==> config.mk <==
export PLATFORM = sky130hd
export DESIGN_NAME = gms_median
export DESIGN_NICKNAME = d
export VERILOG_FILES = /design/src/rtl/gms_pkg.sv /design/src/rtl/gms_median.sv
export SDC_FILE = /design/constraint.sdc
export NUM_CORES = 1
export LEC_CHECK = 0
export BUFFER_PORTS_ARGS = -buffer_cell sky130_fd_sc_hd__buf_4
export CAP_MARGIN = 20
export CORE_UTILIZATION = 50
export DETAILED_ROUTE_END_ITERATION = 10
export PLACE_DENSITY = 0.77
export SYNTH_ARGS = -nofsm -noshare
export SYNTH_HDL_FRONTEND = slang
export SYNTH_SLANG_ARGS = --single-unit
==> constraint.sdc <==
create_clock -name clk -period 5.6 [get_ports clk]
set_input_delay 1.12 -clock clk [delete_from_list [all_inputs] [get_ports clk]]
set_output_delay 1.12 -clock clk [all_outputs]
set_load 0.01 [all_outputs]
==> src/rtl/gms_pkg.sv <==
// ----------------------------------------------------------------------------
// gms_pkg
// Shared types and constants of the grouped median selector: state codes,
// group numbering and the category mask of each population group.
// ----------------------------------------------------------------------------
`default_nettype none

package gms_pkg;

  // record categories, index is is_male*2 + employed
  localparam int NUM_CATS   = 4;
  localparam int NUM_GROUPS = 7;
  localparam int GROUP_W    = 3;
  localparam int AGE_W      = 8;

  localparam logic [GROUP_W-1:0] LAST_GROUP = GROUP_W'(NUM_GROUPS - 1);

  // group codes as they appear on the result channel
  localparam logic [GROUP_W-1:0] GRP_ALL        = 3'd0;
  localparam logic [GROUP_W-1:0] GRP_FEMALE     = 3'd1;
  localparam logic [GROUP_W-1:0] GRP_MALE       = 3'd2;
  localparam logic [GROUP_W-1:0] GRP_EMP_FEMALE = 3'd3;
  localparam logic [GROUP_W-1:0] GRP_UNE_FEMALE = 3'd4;
  localparam logic [GROUP_W-1:0] GRP_EMP_MALE   = 3'd5;
  localparam logic [GROUP_W-1:0] GRP_UNE_MALE   = 3'd6;

  typedef enum logic [2:0] {
    ST_CLEAR,  // clearing pass over the histogram after reset
    ST_LOAD,   // taking records
    ST_FLUSH,  // last record write-back, latch group targets
    ST_WALK,   // sweep of the age rows, clearing behind
    ST_DRAIN,  // last row accumulates
    ST_EMIT    // seven results go out
  } gms_state_t;

  // control from the sequencer to the median unit
  typedef struct packed {
    logic init;   // start of a sweep: load targets, clear accumulators
    logic row_v;  // histogram row on the read port is part of the sweep
  } gms_walk_ctl_t;

  // categories that make up each group, bit c set for category c
  function automatic logic [NUM_CATS-1:0] group_mask(input logic [GROUP_W-1:0] g);
    logic [NUM_CATS-1:0] m;
    unique case (g)
      GRP_ALL:        m = 4'b1111;
      GRP_FEMALE:     m = 4'b0011;
      GRP_MALE:       m = 4'b1100;
      GRP_EMP_FEMALE: m = 4'b0010;
      GRP_UNE_FEMALE: m = 4'b0001;
      GRP_EMP_MALE:   m = 4'b1000;
      GRP_UNE_MALE:   m = 4'b0100;
      default:        m = 4'b0000;
    endcase
    return m;
  endfunction

endpackage

`default_nettype wire

==> src/rtl/gms_median.sv <==
// ----------------------------------------------------------------------------
// gms_median
// Median accumulators for the seven groups. One histogram row (all four
// categories at one age) arrives per cycle; each group adds its categories
// and catches the first age at which the running count passes half its total.
// ----------------------------------------------------------------------------
`default_nettype none

module gms_median
  import gms_pkg::*;
#(
  parameter int CNT_W  = 9,
  parameter int ADDR_W = 8
) (
  input  wire logic                      clk,
  input  wire gms_walk_ctl_t             ctl,
  input  wire logic [NUM_CATS*CNT_W-1:0] cat_tot,
  input  wire logic [NUM_CATS*CNT_W-1:0] row,
  input  wire logic [ADDR_W-1:0]         row_age,
  input  wire logic [GROUP_W-1:0]        sel,
  output logic      [AGE_W-1:0]          median
);

  logic [CNT_W-1:0]    seen_r   [NUM_GROUPS];
  logic [CNT_W-1:0]    target_r [NUM_GROUPS];
  logic                found_r  [NUM_GROUPS];
  logic [AGE_W-1:0]    med_r    [NUM_GROUPS];

  logic [NUM_CATS-1:0] mask_w   [NUM_GROUPS];
  logic [CNT_W-1:0]    tot_w    [NUM_GROUPS];
  logic [CNT_W-1:0]    add_w    [NUM_GROUPS];
  logic [CNT_W-1:0]    sum_w    [NUM_GROUPS];
  logic                hit_w    [NUM_GROUPS];

  // group totals, row contribution and pass test
  always_comb begin
    for (int g = 0; g < NUM_GROUPS; g++) begin
      mask_w[g] = group_mask(GROUP_W'(g));
      tot_w[g]  = '0;
      add_w[g]  = '0;
      for (int c = 0; c < NUM_CATS; c++) begin
        if (mask_w[g][c]) begin
          tot_w[g] = tot_w[g] + cat_tot[c*CNT_W +: CNT_W];
          add_w[g] = add_w[g] + row[c*CNT_W +: CNT_W];
        end
      end
      sum_w[g] = seen_r[g] + add_w[g];
      hit_w[g] = ctl.row_v && !found_r[g] && (sum_w[g] > target_r[g]);
    end
  end

  // accumulators; an empty group never hits and keeps median 0
  always_ff @(posedge clk) begin
    for (int g = 0; g < NUM_GROUPS; g++) begin
      if (ctl.init) begin
        seen_r[g]   <= '0;
        found_r[g]  <= 1'b0;
        med_r[g]    <= '0;
        target_r[g] <= tot_w[g] >> 1;
      end else if (ctl.row_v) begin
        seen_r[g] <= sum_w[g];
        if (hit_w[g]) begin
          found_r[g] <= 1'b1;
          med_r[g]   <= AGE_W'(row_age);
        end
      end
    end
  end

  assign median = med_r[sel];

endmodule

`default_nettype wire

==> impl_metrics.json <==
{
  "status": "finished, final reports clean",
  "ys_top_cells_by_area": "edfxtp_1 43%, ha_1 14%, fa_1 6.3%",
  "dp_worst_setup_slack_ns": -0.273,
  "drive_above_1_share_pct": 15.6,
  "cellInternalPower_w": 0.00380,
  "layout_common_cells": "181 x edfxtp_1, 145 x inv_1, 139 x ha_1",
  "fmax_mhz": 187,
  "start_util_pct": 51.7,
  "place_area_um2": 14000,
  "syn_avg_cell_area_um2": 11.2,
  "gp_congestion": 0.885,
  "vias": 8935,
  "ys_warn_count": 0,
  "worstMarginPinSlew_ns": 0.990,
  "layout_commonest_cell": "edfxtp_1",
  "switching_share_pct": 37.9,
  "htree_levels": 4,
  "worstSkewPairLatency_ns": 0.44,
  "drt-initial-drc-count": 534,
  "p_seq_share_pct": 32.4,
  "rsz0062_at_grt": "no",
  "portBuffers": 93,
  "irDropWorstVdd_mv": 0.252,
  "worstPathArrival_ns": 5.55,
  "leakage_nw": 6.57,
  "nNetsFinal": 1524,
  "dp_cells": 1559,
  "path_cells": "buf_4, ha_4, inv_2, fa_2, nor2b_1, o21a_1, nor2_1, xnor2_2, fa_1, fa_1, ha_4, a21o_1, nand2_1, nand3b_1, xor2_1, ha_1, and3_1, nand4_1, buf_4, and2_1, nor4_2, o31ai_4, buf_12",
  "overflow": 0,
  "grt_pass1_wl_um": 46700,
  "hold_class": "reg -> reg",
  "antenna_left": 0,
  "cts_tree": "built",
  "dieArea_um2": 26100,
  "areaGrowthSynthToFinish_pct": 15.3,
  "n_fill_cell": 1982,
  "die_y_um": 161,
  "synth_top_cell_by_area": "edfxtp_1",
  "synth_flop_cell": "edfxtp_1",
  "slowest_delay_ns": 0.55,
  "power_density_nw_per_um2": 417,
  "syn-num-nets": 1406,
  "synth_area_um2": 12700,
  "required_ns": 5.80,
  "antenna_found_initial": 0,
  "setup_slack_ns": 0.254,
  "clk_pin_slew_ns": 0.07,
  "timing.final.crit_share_pct": 95.5,
  "p_sw_w": 0.00231,
  "post-route-util_pct": 59.6,
  "core_area_um2": 24600,
  "cts_root_buffer": "clkbuf_16",
  "hold_viol": 0,
  "drt_pre_antenna_iters": 5,
  "dp_hpwl_um": 22700,
  "maxCapViolCount": 0,
  "power.share.clock_pct": 19.9,
  "finalSetupViolCount": 0,
  "cts_inserted_buffers": 17,
  "synth.yosys.seq_area_share_pct": 42.9,
  "final_cell_area_um2": 14700,
  "clockBufferDepth": 2,
  "finalNonFillerCells": 1594,
  "viasPerCell": 5.61,
  "setup.worst_path.end_class": "register",
  "start_kind": "input port",
  "max-slew-margin-rel_pct": 34.0,
  "ys_ff_latch": 182,
  "netlist_instances": 1138,
  "wl_per_cell_um": 18.5,
  "row_count": 57,
  "die_w_um": 161,
  "synthArstFlopShare_pct": 0,
  "cpMaxStageDelayCell": "fa_1",
  "layout_min_cycle_time_ns": 5.35,
  "ios": 94,
  "clock-sinks": 182,
  "slew_viol_final": 0,
  "synth_top_area_share_pct": 42.7,
  "grt_use_total_pct": 23.5,
  "drc_errors": 0,
  "grt_pass1_vias": 9169,
  "pwr-share-comb_pct": 47.7,
  "synthDistinctLibCells": 56,
  "wl_um": 29500,
  "grt_max_degree": 66,
  "synth_edf_count": 181,
  "fin_skew_ns": 0.0144,
  "critPathKind": "in -> reg",
  "critPathMaxFanout": 9
}
==> power by group through the flow <==
stage / sequential, W / combinational (W) / clock (W)
after CTS: 0.00198 / 0.00288 / 0.00122
final: 0.00198 / 0.00292 / 0.00122
after detailed placement: 0.00201 / 0.00283 / 0
after floorplan: 0.00196 / 0.00202 / 0
after global placement: 0.00200 / 0.00274 / 0
after global routing: 0.00201 / 0.00324 / 0.00127
==> registers in the layout, indices dropped and copies added, names as in the netlist <==
| name | count |
|---|---|
| med_r | 56 |
| found_r | 7 |
| target_r | 56 |
| seen_r | 63 |
==> synthesized netlist by cell type (3+ instances only) <==
| cell type | n |
|---|---|
| xor2_1 | 27 |
| or3_1 | 3 |
| and2_1 | 35 |
| o21bai_1 | 16 |
| clkbuf_1 | 21 |
| nor3_1 | 31 |
| ha_1 | 142 |
| o41ai_1 | 11 |
| a21o_1 | 30 |
| mux4_2 | 8 |
| buf_1 | 3 |
| nand3_1 | 13 |
| and3_1 | 17 |
| edfxtp_1 | 181 |
| a211oi_1 | 29 |
| xnor2_1 | 59 |
| nand4_1 | 13 |
| nor2b_1 | 13 |
| nand2_1 | 40 |
| inv_1 | 148 |
| a21oi_1 | 58 |
| nor2_1 | 63 |
| o21ai_0 | 39 |
| o211ai_1 | 5 |
| mux2_2 | 8 |
| buf_2 | 4 |
| fa_1 | 40 |
| mux2i_1 | 18 |
| o21a_1 | 22 |
| nand2b_1 | 8 |
==> per-stage QoR <==
| step | hold slack [ns] | setup TNS, ns | power, W |
|---|---|---|---|
| 3_3_place_gp | 0.522 | -2.21 | 0.00474 |
| 3_5_place_dp | 0.527 | -4.48 | 0.00484 |
| 5_1_grt | 0.566 | 0 | 0.00652 |
| 4_1_cts | 0.543 | 0 | 0.00608 |
| 6_report | 0.542 | 0 | 0.00611 |
| 2_1_floorplan | 0.463 | 0 | 0.00398 |
==> timing repair <==
action / 4_1_cts / 5_1_grt
setup buffers: 0 / 2
resized for setup: 0 / 11
endpoints found under the hold margin: 0 / 0
endpoints found under the setup margin: 0 / 18
hold buffers: 0 / 0
==> critical path, delay by kind of cell <==
| family | cells | cell delay [ns] |
|---|---|---|
| buf+inv | 4 | 0.49 |
| compound gates | 3 | 0.39 |
| xor+xnor | 2 | 0.39 |
| fa+ha+maj | 6 | 2.02 |
| simple gates | 8 | 1.12 |
==> final cells by class <==
class	instances	area [um^2]	share of cell area [%]
diodes	1	2.50	0.0171
clock buffers	17	425	2.90
clock inverters	15	161	1.10
inverters	148	556	3.79
multi-input cells	779	6690	45.6
flip-flops and latches	182	5460	37.2
well taps	324	405	2.76
repair buffers	128	975	6.65
==> cells by family (layout without fill, tap and decap cells) <==
family | count (synthesis) | after routing | synth area share (%)
AND/OR/NAND/NOR | 242 | 242 | 9.52
buffers and inverters | 177 | 308 | 5.29
multiplexers | 34 | 34 | 3.54
other | 0 | 1 | 0
AO/OA/AOI/OAI | 232 | 232 | 12.2
adder cells (fa/ha/maj) | 184 | 184 | 20.4
XOR/XNOR | 87 | 87 | 6.11
flip-flops | 182 | 182 | 42.9
==> routing by layer <==
metal  GRT usage, %  share of wire [%]
met5              0                  0
met4           8.15                2.5
met1           29.3                 42
met2           41.9                 50
met3           3.11                5.2
==> path summary, 6_finish.rpt <==
| check | from | end | slack (ns) | cells past startpoint |
|---|---|---|---|---|
| worst max-delay path | row[9] | med_r[0][6] | 0.25 | 23 |
| worst min-delay path | found_r[4] | found_r[4] | 0.54 | 1 |
| worst max register to register | seen_r[2][1] | med_r[2][7] | 1.38 | 16 |
| worst min register to register | found_r[4] | found_r[4] | 0.54 | 1 |
No activity file was read; power rests on OpenSTA's default activity.
